==> config.mk <==
export PLATFORM = sky130hd
export DESIGN_NAME = disk_seek_scheduler
export DESIGN_NICKNAME = d
export VERILOG_FILES = /design/src/sv/dss_pkg.sv /design/src/sv/dss_ram.sv /design/src/sv/dss_scan.sv /design/src/sv/dss_out.sv /design/src/sv/disk_seek_scheduler.sv
export SDC_FILE = /design/constraint.sdc
export NUM_CORES = 2
export LEC_CHECK = 0
export BUFFER_PORTS_ARGS = -buffer_cell sky130_fd_sc_hd__clkbuf_2
export CORE_ASPECT_RATIO = 0.5
export CORE_MARGIN = 2
export CORE_UTILIZATION = 55
export CTS_CLUSTER_DIAMETER = 80
export DETAILED_ROUTE_END_ITERATION = 8
export PLACE_DENSITY = 0.72
export RECOVER_POWER = 50
export SKIP_LAST_GASP = 1
export SLEW_MARGIN = 10
export SYNTH_ARGS = -nofsm -noshare
export SYNTH_HDL_FRONTEND = slang
export SYNTH_HIERARCHICAL = 1
export SYNTH_SLANG_ARGS = --single-unit
==> constraint.sdc <==
create_clock -name clock -period 17.5 [get_ports clock]
set_input_delay 0.875 -clock clock [delete_from_list [all_inputs] [get_ports clock]]
set_output_delay 0.875 -clock clock [all_outputs]
set_load 0.05 [all_outputs]
==> src/sv/dss_pkg.sv <==
// Shared types and constants for the disk seek scheduler.
// No dependencies; imported by dss_scan, dss_out and disk_seek_scheduler.
package dss_pkg;

   localparam int CYL_W      = 16;
   localparam int WAIT_W     = 6;
   localparam int TOTAL_W    = 22;
   localparam int IDX_OUT_W  = 5;
   localparam int ENTRY_W    = 1 + WAIT_W + CYL_W;
   localparam int SERVED_BIT = ENTRY_W - 1;
   localparam int CSR_IDX_W  = 3;
   localparam int CSR_DATA_W = 17;
   localparam int RSP_DATA_W = 80;

   localparam logic [WAIT_W-1:0] WAIT_MAX = '1;

   localparam logic [2:0] MODE_FCFS  = 3'd0;
   localparam logic [2:0] MODE_SSTF  = 3'd1;
   localparam logic [2:0] MODE_SCAN  = 3'd2;
   localparam logic [2:0] MODE_CSCAN = 3'd3;
   localparam logic [2:0] MODE_LOOK  = 3'd4;

   localparam logic [CSR_IDX_W-1:0] REG_MODE   = 3'd0;
   localparam logic [CSR_IDX_W-1:0] REG_RIGHT  = 3'd1;
   localparam logic [CSR_IDX_W-1:0] REG_START  = 3'd2;
   localparam logic [CSR_IDX_W-1:0] REG_CCOUNT = 3'd3;
   localparam logic [CSR_IDX_W-1:0] REG_LIMIT  = 3'd4;

   // Segment of a batch run: what the current pass over the store selects.
   typedef enum logic [3:0] {
      SEG_FIRST,
      SEG_SSTF,
      SEG_HI_ASC,
      SEG_HI_DESC,
      SEG_LO_ASC,
      SEG_LO_DESC,
      SEG_TO_LAST,
      SEG_TO_ZERO,
      SEG_DONE
   } seg_type;

   typedef enum logic [1:0] {
      ST_LOAD,
      ST_SCAN,
      ST_EMIT,
      ST_FLUSH
   } state_type;

   typedef struct packed {
      logic              found;
      logic              aged;
      logic [WAIT_W-1:0] wait_cnt;
      logic [CYL_W-1:0]  cyl;
   } pick_type;

   typedef struct packed {
      logic [CYL_W-1:0]     to_cyl;
      logic [IDX_OUT_W-1:0] req_index;
      logic                 has_index;
      logic                 aged;
   } step_type;

endpackage

==> src/sv/dss_ram.sv <==
// Generic simple dual-port RAM, one write and one registered read port.
// No dependencies.
module dss_ram #(
   parameter int WIDTH = 23,
   parameter int DEPTH = 32,
   localparam int AW = (DEPTH > 1) ? $clog2(DEPTH) : 1
) (
   input  logic             clock,
   input  logic             wr_en,
   input  logic [AW-1:0]    wr_addr,
   input  logic [WIDTH-1:0] wr_data,
   input  logic [AW-1:0]    rd_addr,
   output logic [WIDTH-1:0] rd_data
);

   logic [WIDTH-1:0] mem_ff [DEPTH];
   logic [WIDTH-1:0] rd_data_ff;

   always_ff @(posedge clock) begin
      if (wr_en) begin
         mem_ff[wr_addr] <= wr_data;
      end
      rd_data_ff <= mem_ff[rd_addr];
   end

   assign rd_data = rd_data_ff;

endmodule

==> src/sv/dss_scan.sv <==
// Selection unit: looks at one store entry per cycle during a pass and keeps
// the best candidate for the current segment. Depends on dss_pkg.
module dss_scan #(
   parameter int MAX_REQ = 32,
   localparam int IW = $clog2(MAX_REQ)
) (
   input  logic                             clock,
   input  logic                             reset,
   input  logic                             clear,
   input  logic                             valid,
   input  logic [IW-1:0]                    idx,
   input  logic [dss_pkg::ENTRY_W-1:0]      entry,
   input  dss_pkg::seg_type                 kind,
   input  logic [dss_pkg::CYL_W-1:0]        head,
   input  logic [dss_pkg::CYL_W-1:0]        base,
   input  logic [dss_pkg::WAIT_W-1:0]       limit,
   output logic                             wb_en,
   output logic [dss_pkg::ENTRY_W-1:0]      wb_data,
   output dss_pkg::pick_type                pick,
   output logic [IW-1:0]                    pick_idx
);
   import dss_pkg::*;

   logic              found_ff, afound_ff;
   logic [CYL_W-1:0]  best_ff, bcyl_ff, acyl_ff;
   logic [IW-1:0]     bidx_ff, aidx_ff;
   logic [WAIT_W-1:0] bwait_ff, await_ff;

   logic              served, is_hi, in_set, desc, cand, better, aged_hit;
   logic [WAIT_W-1:0] w, w_inc;
   logic [CYL_W-1:0]  c, delta, key;

   always_comb begin
      served = entry[SERVED_BIT];
      w      = entry[SERVED_BIT-1:CYL_W];
      c      = entry[CYL_W-1:0];
      w_inc  = (served || (w == WAIT_MAX)) ? w : w + 1'b1;
      delta  = (c > head) ? c - head : head - c;
      is_hi  = c > base;
      key    = (kind == SEG_SSTF) ? delta : c;
      case (kind) inside
         SEG_FIRST, SEG_SSTF:     in_set = 1'b1;
         SEG_HI_ASC, SEG_HI_DESC: in_set = is_hi;
         SEG_LO_ASC, SEG_LO_DESC: in_set = !is_hi;
         default:                 in_set = 1'b0;
      endcase
      desc   = (kind == SEG_HI_DESC) || (kind == SEG_LO_DESC);
      cand   = valid && !served && in_set;
      // strict compares keep the lowest index on ties
      if (!found_ff) begin
         better = 1'b1;
      end else if (kind == SEG_FIRST) begin
         better = 1'b0;
      end else begin
         better = desc ? (key > best_ff) : (key < best_ff);
      end
      aged_hit = valid && (kind == SEG_SSTF) && !served && (w_inc >= limit);
   end

   always_ff @(posedge clock) begin
      if (reset || clear) begin
         found_ff  <= 1'b0;
         afound_ff <= 1'b0;
      end else begin
         if (cand && better) begin
            found_ff <= 1'b1;
         end
         if (aged_hit) begin
            afound_ff <= 1'b1;
         end
      end
   end

   always_ff @(posedge clock) begin
      if (cand && better) begin
         best_ff  <= key;
         bidx_ff  <= idx;
         bcyl_ff  <= c;
         bwait_ff <= w_inc;
      end
      if (aged_hit && !afound_ff) begin
         aidx_ff  <= idx;
         acyl_ff  <= c;
         await_ff <= w_inc;
      end
   end

   assign wb_en   = valid && (kind == SEG_SSTF);
   assign wb_data = {served, w_inc, c};

   always_comb begin
      pick.found    = found_ff || afound_ff;
      pick.aged     = afound_ff;
      pick.wait_cnt = afound_ff ? await_ff : bwait_ff;
      pick.cyl      = afound_ff ? acyl_ff : bcyl_ff;
      pick_idx      = afound_ff ? aidx_ff : bidx_ff;
   end

endmodule

==> src/sv/dss_out.sv <==
// Step builder and result register: tracks head and seek total, holds one
// step back so the last beat of a batch can carry tlast. Depends on dss_pkg.
module dss_out (
   input  logic                              clock,
   input  logic                              reset,
   input  logic                              init,
   input  logic [dss_pkg::CYL_W-1:0]         start_pos,
   input  logic                              push,
   input  dss_pkg::step_type                 step,
   input  logic                              finish,
   output logic                              can_push,
   output logic [dss_pkg::CYL_W-1:0]         head,
   input  logic                              rsp_tready,
   output logic                              rsp_tvalid,
   output logic [dss_pkg::RSP_DATA_W-1:0]    rsp_tdata,  // from, to, seek_len, req_index, running_total
   output logic [1:0]                        rsp_tuser,  // has_index, aged
   output logic                              rsp_tlast   // end_of_run
);
   import dss_pkg::*;

   localparam int PAD_W = RSP_DATA_W - (3 * CYL_W + IDX_OUT_W + TOTAL_W);

   logic [CYL_W-1:0]   head_ff, head_in;
   logic [TOTAL_W-1:0] total_ff, total_in;
   logic               pend_valid_ff, pend_valid_in;
   logic               rsp_valid_ff, rsp_valid_in;
   logic               rsp_last_ff;

   logic [CYL_W-1:0]     pend_from_ff, pend_to_ff, pend_seek_ff;
   logic [IDX_OUT_W-1:0] pend_idx_ff;
   logic                 pend_has_ff, pend_aged_ff;
   logic [TOTAL_W-1:0]   pend_total_ff;

   logic [CYL_W-1:0]     rsp_from_ff, rsp_to_ff, rsp_seek_ff;
   logic [IDX_OUT_W-1:0] rsp_idx_ff;
   logic                 rsp_has_ff, rsp_aged_ff;
   logic [TOTAL_W-1:0]   rsp_total_ff;

   logic             slot_free, move;
   logic [CYL_W-1:0] seek_delta;

   always_comb begin
      slot_free  = !rsp_valid_ff || rsp_tready;
      can_push   = !pend_valid_ff || slot_free;
      move       = pend_valid_ff && slot_free && (push || finish);
      seek_delta = (step.to_cyl > head_ff) ? step.to_cyl - head_ff : head_ff - step.to_cyl;

      head_in  = head_ff;
      total_in = total_ff;
      if (init) begin
         head_in  = start_pos;
         total_in = '0;
      end else if (push) begin
         head_in  = step.to_cyl;
         total_in = total_ff + TOTAL_W'(seek_delta);
      end

      pend_valid_in = pend_valid_ff;
      if (push) begin
         pend_valid_in = 1'b1;
      end else if (finish && slot_free) begin
         pend_valid_in = 1'b0;
      end

      if (move) begin
         rsp_valid_in = 1'b1;
      end else if (rsp_tready) begin
         rsp_valid_in = 1'b0;
      end else begin
         rsp_valid_in = rsp_valid_ff;
      end
   end

   always_ff @(posedge clock) begin
      if (reset) begin
         head_ff       <= '0;
         total_ff      <= '0;
         pend_valid_ff <= 1'b0;
         rsp_valid_ff  <= 1'b0;
      end else begin
         head_ff       <= head_in;
         total_ff      <= total_in;
         pend_valid_ff <= pend_valid_in;
         rsp_valid_ff  <= rsp_valid_in;
      end
   end

   always_ff @(posedge clock) begin
      if (push) begin
         pend_from_ff  <= head_ff;
         pend_to_ff    <= step.to_cyl;
         pend_seek_ff  <= seek_delta;
         pend_idx_ff   <= step.req_index;
         pend_has_ff   <= step.has_index;
         pend_aged_ff  <= step.aged;
         pend_total_ff <= total_in;
      end
      if (move) begin
         rsp_from_ff  <= pend_from_ff;
         rsp_to_ff    <= pend_to_ff;
         rsp_seek_ff  <= pend_seek_ff;
         rsp_idx_ff   <= pend_idx_ff;
         rsp_has_ff   <= pend_has_ff;
         rsp_aged_ff  <= pend_aged_ff;
         rsp_total_ff <= pend_total_ff;
         rsp_last_ff  <= finish;
      end
   end

   assign head       = head_ff;
   assign rsp_tvalid = rsp_valid_ff;
   assign rsp_tdata  = {{PAD_W{1'b0}}, rsp_total_ff, rsp_idx_ff, rsp_seek_ff, rsp_to_ff,
                        rsp_from_ff};
   assign rsp_tuser  = {rsp_aged_ff, rsp_has_ff};
   assign rsp_tlast  = rsp_last_ff;

endmodule

==> src/sv/disk_seek_scheduler.sv <==
// Disk seek scheduler. Requests load one per beat into a request memory; the beat with
// tlast set is stored too and starts the batch, which emits one result beat per head move
// (FCFS, SSTF with aging, SCAN, C-SCAN or LOOK per the mode register). During a batch
// every served request costs one pass over the n stored entries (n reads, a drain of the
// memory's registered read and a decision) followed by an emit step; each scanning
// segment ends with one further empty pass, each disk-end move is an emit step and the
// final hand-off is a flush step; input is held off until the last beat has been handed
// to the result register. Requests beyond MAX_REQ are dropped.
// Depends on dss_pkg, dss_ram, dss_scan, dss_out.
module disk_seek_scheduler #(
   parameter int MAX_REQ  = 32,
   parameter int CYL_BITS = 16
) (
   input  logic                                clock,
   input  logic                                reset,
   input  logic                                req_tvalid,
   output logic                                req_tready,
   input  logic [dss_pkg::CYL_W-1:0]           req_tdata,   // cylinder
   input  logic                                req_tlast,   // final_request
   output logic                                rsp_tvalid,
   input  logic                                rsp_tready,
   output logic [dss_pkg::RSP_DATA_W-1:0]      rsp_tdata,   // from_cyl, to_cyl, seek_len,
                                                            // req_index, running_total
   output logic [1:0]                          rsp_tuser,   // has_index, aged
   output logic                                rsp_tlast,   // end_of_run
   input  logic                                csr_valid,
   output logic                                csr_ready,
   input  logic [dss_pkg::CSR_IDX_W-1:0]       csr_index,
   input  logic [dss_pkg::CSR_DATA_W-1:0]      csr_data
);
   import dss_pkg::*;

   localparam int IW = $clog2(MAX_REQ);
   localparam int CW = $clog2(MAX_REQ + 1);
   localparam int CB = (CYL_BITS < CYL_W) ? CYL_BITS : CYL_W;
   localparam logic [CYL_W-1:0] CYL_MASK = CYL_W'((33'd1 << CB) - 33'd1);

   logic [2:0]            mode_ff;
   logic                  right_ff;
   logic [CYL_W-1:0]      start_ff;
   logic [CSR_DATA_W-1:0] ccount_ff;
   logic [WAIT_W-1:0]     limit_ff;

   state_type       state_ff, state_in;
   seg_type         seg_ff, seg_in, nseg;
   logic [CW-1:0]   rd_ff, rd_in, cnt_ff, cnt_in;
   logic            pv_ff;
   logic [IW-1:0]   pidx_ff;

   logic                  req_accept, full, issue, pass_done, at_end, restart;
   logic [CSR_DATA_W-1:0] last_m1;
   logic [CYL_W-1:0]      last_cyl, base;

   logic               ram_we;
   logic [IW-1:0]      ram_waddr;
   logic [ENTRY_W-1:0] ram_wdata, ram_rdata;

   logic               wb_en;
   logic [ENTRY_W-1:0] wb_data;
   pick_type           pick;
   logic [IW-1:0]      pick_idx;

   logic             out_init, push, finish, can_push;
   step_type         step;
   logic [CYL_W-1:0] head;

   function automatic seg_type first_seg(input logic [2:0] md, input logic rt);
      case (md)
         MODE_SSTF:                        first_seg = SEG_SSTF;
         MODE_SCAN, MODE_CSCAN, MODE_LOOK: first_seg = rt ? SEG_HI_ASC : SEG_LO_DESC;
         default:                          first_seg = SEG_FIRST;
      endcase
   endfunction

   // Segment order of the sweep modes; at_end tells whether the head already sits
   // at the disk end SCAN would travel to.
   function automatic seg_type next_seg(input seg_type sg, input logic [2:0] md,
                                        input logic rt, input logic ae);
      next_seg = SEG_DONE;
      case (sg)
         SEG_HI_ASC:
            if (rt) begin
               if (md == MODE_SCAN) begin
                  next_seg = ae ? SEG_LO_DESC : SEG_TO_LAST;
               end else if (md == MODE_CSCAN) begin
                  next_seg = SEG_TO_LAST;
               end else begin
                  next_seg = SEG_LO_DESC;
               end
            end
         SEG_LO_DESC:
            if (!rt) begin
               if (md == MODE_SCAN) begin
                  next_seg = ae ? SEG_HI_ASC : SEG_TO_ZERO;
               end else if (md == MODE_CSCAN) begin
                  next_seg = SEG_TO_ZERO;
               end else begin
                  next_seg = SEG_HI_ASC;
               end
            end
         SEG_TO_LAST:
            if (rt) begin
               next_seg = (md == MODE_SCAN) ? SEG_LO_DESC : SEG_TO_ZERO;
            end else begin
               next_seg = SEG_HI_DESC;
            end
         SEG_TO_ZERO:
            if (rt) begin
               next_seg = SEG_LO_ASC;
            end else begin
               next_seg = (md == MODE_SCAN) ? SEG_HI_ASC : SEG_TO_LAST;
            end
         default: next_seg = SEG_DONE;
      endcase
   endfunction

   function automatic state_type seg_state(input seg_type sg);
      unique case (sg)
         SEG_TO_LAST, SEG_TO_ZERO: seg_state = ST_EMIT;
         SEG_DONE:                 seg_state = ST_FLUSH;
         default:                  seg_state = ST_SCAN;
      endcase
   endfunction

   function automatic logic seg_scans(input seg_type sg);
      seg_scans = (sg != SEG_TO_LAST) && (sg != SEG_TO_ZERO) && (sg != SEG_DONE);
   endfunction

   // configuration
   assign csr_ready = 1'b1;

   always_ff @(posedge clock) begin
      if (reset) begin
         mode_ff   <= MODE_FCFS;
         right_ff  <= 1'b1;
         start_ff  <= '0;
         ccount_ff <= CSR_DATA_W'(200);
         limit_ff  <= WAIT_W'(4);
      end else if (csr_valid) begin
         unique case (csr_index)
            REG_MODE:   mode_ff   <= csr_data[2:0];
            REG_RIGHT:  right_ff  <= csr_data[0];
            REG_START:  start_ff  <= csr_data[CYL_W-1:0];
            REG_CCOUNT: ccount_ff <= csr_data;
            REG_LIMIT:  limit_ff  <= csr_data[WAIT_W-1:0];
            default: ;
         endcase
      end
   end

   always_comb begin
      last_m1   = (ccount_ff == '0) ? '0 : ccount_ff - 1'b1;
      last_cyl  = (last_m1 > {1'b0, CYL_MASK}) ? CYL_MASK : last_m1[CYL_W-1:0];
      base      = start_ff & CYL_MASK;
      at_end    = right_ff ? (head == last_cyl) : (head == '0);
      req_accept = req_tvalid && req_tready;
      full      = cnt_ff >= CW'(MAX_REQ);
      issue     = (state_ff == ST_SCAN) && (rd_ff < cnt_ff);
      pass_done = (state_ff == ST_SCAN) && !issue && !pv_ff;
      nseg      = next_seg(seg_ff, mode_ff, right_ff, at_end);
   end

   // next state
   always_comb begin
      state_in = state_ff;
      seg_in   = seg_ff;
      rd_in    = rd_ff;
      cnt_in   = cnt_ff;
      unique case (state_ff)
         ST_LOAD:
            if (req_accept) begin
               if (!full) begin
                  cnt_in = cnt_ff + 1'b1;
               end
               if (req_tlast) begin
                  seg_in   = first_seg(mode_ff, right_ff);
                  state_in = seg_state(seg_in);
                  rd_in    = '0;
               end
            end
         ST_SCAN:
            if (issue) begin
               rd_in = rd_ff + 1'b1;
            end else if (!pv_ff) begin
               if (pick.found) begin
                  state_in = ST_EMIT;
               end else begin
                  seg_in   = nseg;
                  state_in = seg_state(nseg);
                  rd_in    = '0;
               end
            end
         ST_EMIT:
            if (can_push) begin
               if (seg_scans(seg_ff)) begin
                  state_in = ST_SCAN;
                  rd_in    = '0;
               end else begin
                  seg_in   = nseg;
                  state_in = seg_state(nseg);
                  rd_in    = '0;
               end
            end
         ST_FLUSH:
            if (can_push) begin
               state_in = ST_LOAD;
               cnt_in   = '0;
            end
         default: state_in = ST_LOAD;
      endcase
   end

   always_ff @(posedge clock) begin
      if (reset) begin
         state_ff <= ST_LOAD;
         seg_ff   <= SEG_DONE;
         rd_ff    <= '0;
         cnt_ff   <= '0;
         pv_ff    <= 1'b0;
      end else begin
         state_ff <= state_in;
         seg_ff   <= seg_in;
         rd_ff    <= rd_in;
         cnt_ff   <= cnt_in;
         pv_ff    <= issue;
      end
   end

   always_ff @(posedge clock) begin
      pidx_ff <= rd_ff[IW-1:0];
   end

   // outputs
   always_comb begin
      req_tready = state_ff == ST_LOAD;
      restart    = (state_in == ST_SCAN) && ((state_ff != ST_SCAN) || pass_done);

      ram_we    = 1'b0;
      ram_waddr = cnt_ff[IW-1:0];
      ram_wdata = {1'b0, {WAIT_W{1'b0}}, req_tdata & CYL_MASK};
      if (req_accept && !full) begin
         ram_we = 1'b1;
      end else if (wb_en) begin
         ram_we    = 1'b1;
         ram_waddr = pidx_ff;
         ram_wdata = wb_data;
      end else if (pass_done && pick.found) begin
         // mark the chosen request served
         ram_we    = 1'b1;
         ram_waddr = pick_idx;
         ram_wdata = {1'b1, pick.wait_cnt, pick.cyl};
      end

      out_init = req_accept && req_tlast;
      push     = (state_ff == ST_EMIT) && can_push;
      finish   = state_ff == ST_FLUSH;

      step.has_index = (seg_ff == SEG_FIRST) || (seg_ff == SEG_SSTF);
      step.aged      = (seg_ff == SEG_SSTF) && pick.aged;
      step.req_index = step.has_index ? IDX_OUT_W'(pick_idx) : '0;
      case (seg_ff)
         SEG_TO_LAST: step.to_cyl = last_cyl;
         SEG_TO_ZERO: step.to_cyl = '0;
         default:     step.to_cyl = pick.cyl;
      endcase
   end

   dss_ram #(
      .WIDTH (ENTRY_W),
      .DEPTH (MAX_REQ)
   ) u_store (
      .clock   (clock),
      .wr_en   (ram_we),
      .wr_addr (ram_waddr),
      .wr_data (ram_wdata),
      .rd_addr (rd_ff[IW-1:0]),
      .rd_data (ram_rdata)
   );

   dss_scan #(
      .MAX_REQ (MAX_REQ)
   ) u_scan (
      .clock    (clock),
      .reset    (reset),
      .clear    (restart),
      .valid    (pv_ff),
      .idx      (pidx_ff),
      .entry    (ram_rdata),
      .kind     (seg_ff),
      .head     (head),
      .base     (base),
      .limit    (limit_ff),
      .wb_en    (wb_en),
      .wb_data  (wb_data),
      .pick     (pick),
      .pick_idx (pick_idx)
   );

   dss_out u_out (
      .clock      (clock),
      .reset      (reset),
      .init       (out_init),
      .start_pos  (base),
      .push       (push),
      .step       (step),
      .finish     (finish),
      .can_push   (can_push),
      .head       (head),
      .rsp_tready (rsp_tready),
      .rsp_tvalid (rsp_tvalid),
      .rsp_tdata  (rsp_tdata),
      .rsp_tuser  (rsp_tuser),
      .rsp_tlast  (rsp_tlast)
   );

endmodule
==> impl_metrics.env <==
export IMPL_status="finished, violations left"
export IMPL_violations="max-capacitance violations, max-slew violations"
export IMPL_ys_seq_area_share_pct=64.47
export IMPL_synth_edf_count=961
export IMPL_fin_crit_sh_pct=64.59
export IMPL_cp_max_fo=48
export IMPL_maxSlewViolCount=1112
export IMPL_grt_total_usage_pct=25.05
export IMPL_synth_area_sq_um=48860
export IMPL_synth_distinct_cells=91
export IMPL_synthTopCellsByArea="edfxtp_1 59%, mux2i_1 8.6%, dfxtp_1 5.4%"
export IMPL_crit_required_ps=18080
export IMPL_synthAdderAreaFrac_pct=3.559
export IMPL_cts_tree="built"
export IMPL_cts_repair_resized=0
export IMPL_fin_hold_ws_ps=418.3
export IMPL_yosysWarningCount=6
export IMPL_endpoint_kind="flip-flop"
export IMPL_maxSlewHeadroom_pct=-171.6
export IMPL_nets=3867
export IMPL_layout_setup_ws_ps=6197
export IMPL_die_w_um=425.5
export IMPL_port_buffer_count=121
export IMPL_antenna_found_initial=2
export IMPL_clk_latency_ps=710
export IMPL_place_hpwl_um=75020
export IMPL_drt_iter0_markers=2812
export IMPL_drive_gt1_share_pct=8.946
export IMPL_power_leakage_nw=17.10
export IMPL_regArea_sq_um=31500
export IMPL_cp_arrival_ps=11880
export IMPL_power_total_w=0.006000
export IMPL_synthArstFlopShare_pct=0
export IMPL_clkTransAtPathRegs_ps=70
export IMPL_synth_top_family_by_area="compound AO/OA/AOI/OAI gates"
export IMPL_syn_to_final_growth_pct=9.382
export IMPL_io_pins=128
export IMPL_final_core_util_pct=60.63
export IMPL_via_count=30020
export IMPL_post_cts_buffers=0
export IMPL_place_gp_congestion=0.8904
export IMPL_yosys_area_share_xor_xnor_pct=1.147
export IMPL_via_per_inst=6.061
export IMPL_synth_common_cells="961 x edfxtp_1, 420 x mux2i_1, 214 x nand2_1"
export IMPL_cts_buffers_inserted=96
export IMPL_synth_most_common_cell="edfxtp_1"
export IMPL_cts_buffer_depth=3
export IMPL_htree_levels=3
export IMPL_fill_cells=6767
export IMPL_detail_route_wirelength_um=116000
export IMPL_multi_input_area_sq_um=15770
export IMPL_die_area_sq_um=91380
export IMPL_drtAntennaViolNets=0
export IMPL_synth_top_area_share_pct=59.06
export IMPL_hold_violations=0
export IMPL_muxShareOfSynthArea_pct=9.272
export IMPL_first_pass_iters=6
export IMPL_max_freq_ghz=0.08847
export IMPL_root_buffer="clkbuf_16"
export IMPL_ys_seq_elements=1093
export IMPL_cts_sinks=1093
export IMPL_maxCapViolations=31
export IMPL_fin_crit_ps=11300
export IMPL_coreArea_sq_um=88150
export IMPL_start_util_pct=55.43
export IMPL_wl_per_cell_um=23.42
export IMPL_worstMarginPinSlew_ps=4074
export IMPL_synth_simple_area_share_pct=7.761
export IMPL_skew_ps=51.36
export IMPL_synth_main_ff_cell="edfxtp_1"
export IMPL_fp_dieH_um=214.8
export IMPL_grt_pass1_wl_um=175500
export IMPL_synth_cells=3614
export IMPL_holdBufCountCts=0
export IMPL_grt_max_degree=143
export IMPL_rows=77
export IMPL_rsz0062_at_grt="no"
export IMPL_avgSynthCellArea_sq_um=13.52
export IMPL_crit_type="flip-flop to flip-flop"
export IMPL_irDropWorstVdd_mv=0.07655
export IMPL_synth_compound_area_share_pct=10.16
export IMPL_power_density_nw_per_um2=112.3
export IMPL_setup_viol=0
export IMPL_fin_setup_tns_ps=0
export IMPL_place_ws_ps=9883
export IMPL_overflow=0
export IMPL_hold_path_class="flip-flop to flip-flop"
export IMPL_drc_errors=0
export IMPL_antenna_cells=0
export IMPL_synth_largest_area_cell="edfxtp_1"
export IMPL_start_kind="flip-flop"
export IMPL_grt_pass1_vias=29370
## worst paths after layout
check / startpoint / to / slack (ps) / depth (start not counted)
max: rd_ff[0]$_SDFFE_PP0P_ / u_store/rd_data[13]$_DFF_P_ / 6200 / 8
min: u_out/pend_seek_ff[0]$_DFFE_PP_ / u_out/rsp_seek_ff[0]$_DFFE_PP_ / 420 / 0
max reg2reg: rd_ff[0]$_SDFFE_PP0P_ / u_store/rd_data[13]$_DFF_P_ / 6200 / 8
min reg2reg: u_out/pend_seek_ff[0]$_DFFE_PP_ / u_out/rsp_seek_ff[0]$_DFFE_PP_ / 420 / 0
## registers in the layout (all words and copies together), names as in the netlist, 17 cells and up
register and count:
u_store/rd_data 23, u_out/rsp_total_ff 22, u_store/mem_ff 736, u_out/pend_total_ff 22, u_out/total_ff 22, ccount_ff 17
## logic make-up after synthesis
group                      Yosys count
AOI/OAI and AO/OA                  741
buffers and inverters              355
adders and majority gates          136
xor gates and xnor gates            64
and+or+nand+nor                    774
muxes                              449
other                                2
DFF                               1093
## through the flow
step           cell area, sq um  cells
3_3_place_gp              50460   4776
6_report                  53450   4952
5_1_grt                   53450   4952
3_5_place_dp              50460   4776
2_1_floorplan             48880   3618
4_1_cts                   53680   4952
## per-layer routing
layer | part of all wire (%) | GRT usage, % | routed length [um]
met4 | 2.0 | 5.757 | 2273
met1 | 44 | 35.24 | 51260
met3 | 5.7 | 3.638 | 6651
met2 | 48 | 41.46 | 55770
met5 | 0 | 0 | 0
## layout by cell type (no fill, tap or decap), types with 96 or more instances in the layout
master       n
edfxtp_1   961
mux2i_1    420
nand2_1    214
a21oi_1    202
nor2_1     154
inv_1      137
dfxtp_1    132
ha_1       131
a22oi_1    130
clkbuf_1   116
clkbuf_16   97
o21ai_0     96
## cell type report
class | instances | area share (%)
clock buffer | 120 | 4.837
sequential | 1093 | 58.94
clock inverter | 56 | 1.182
inverter | 139 | 0.9762
tap | 1185 | 2.774
multi-input combinational | 2170 | 29.51
timing repair buffer | 189 | 1.786
## power by group
| group | internal (W) | total [W] | switching [W] |
|---|---|---|---|
| sequential | 0.00295 | 0.00302 | 0.0000727 |
| combinational | 0.000294 | 0.000809 | 0.000515 |
| clock | 0.00120 | 0.00217 | 0.000962 |
| total | 0.00445 | 0.00600 | 0.00155 |
## worst max-delay path, stage by stage (launching register included)
cell and delay, ps:
dfxtp_1 1800, clkbuf_1 2750, clkbuf_1 2470, clkbuf_1 2590
mux2i_1 310, a22o_1 370, nor3_1 360, a31oi_1 160
nand3_1 150
Note: power is estimated with default switching activity, not from simulation.
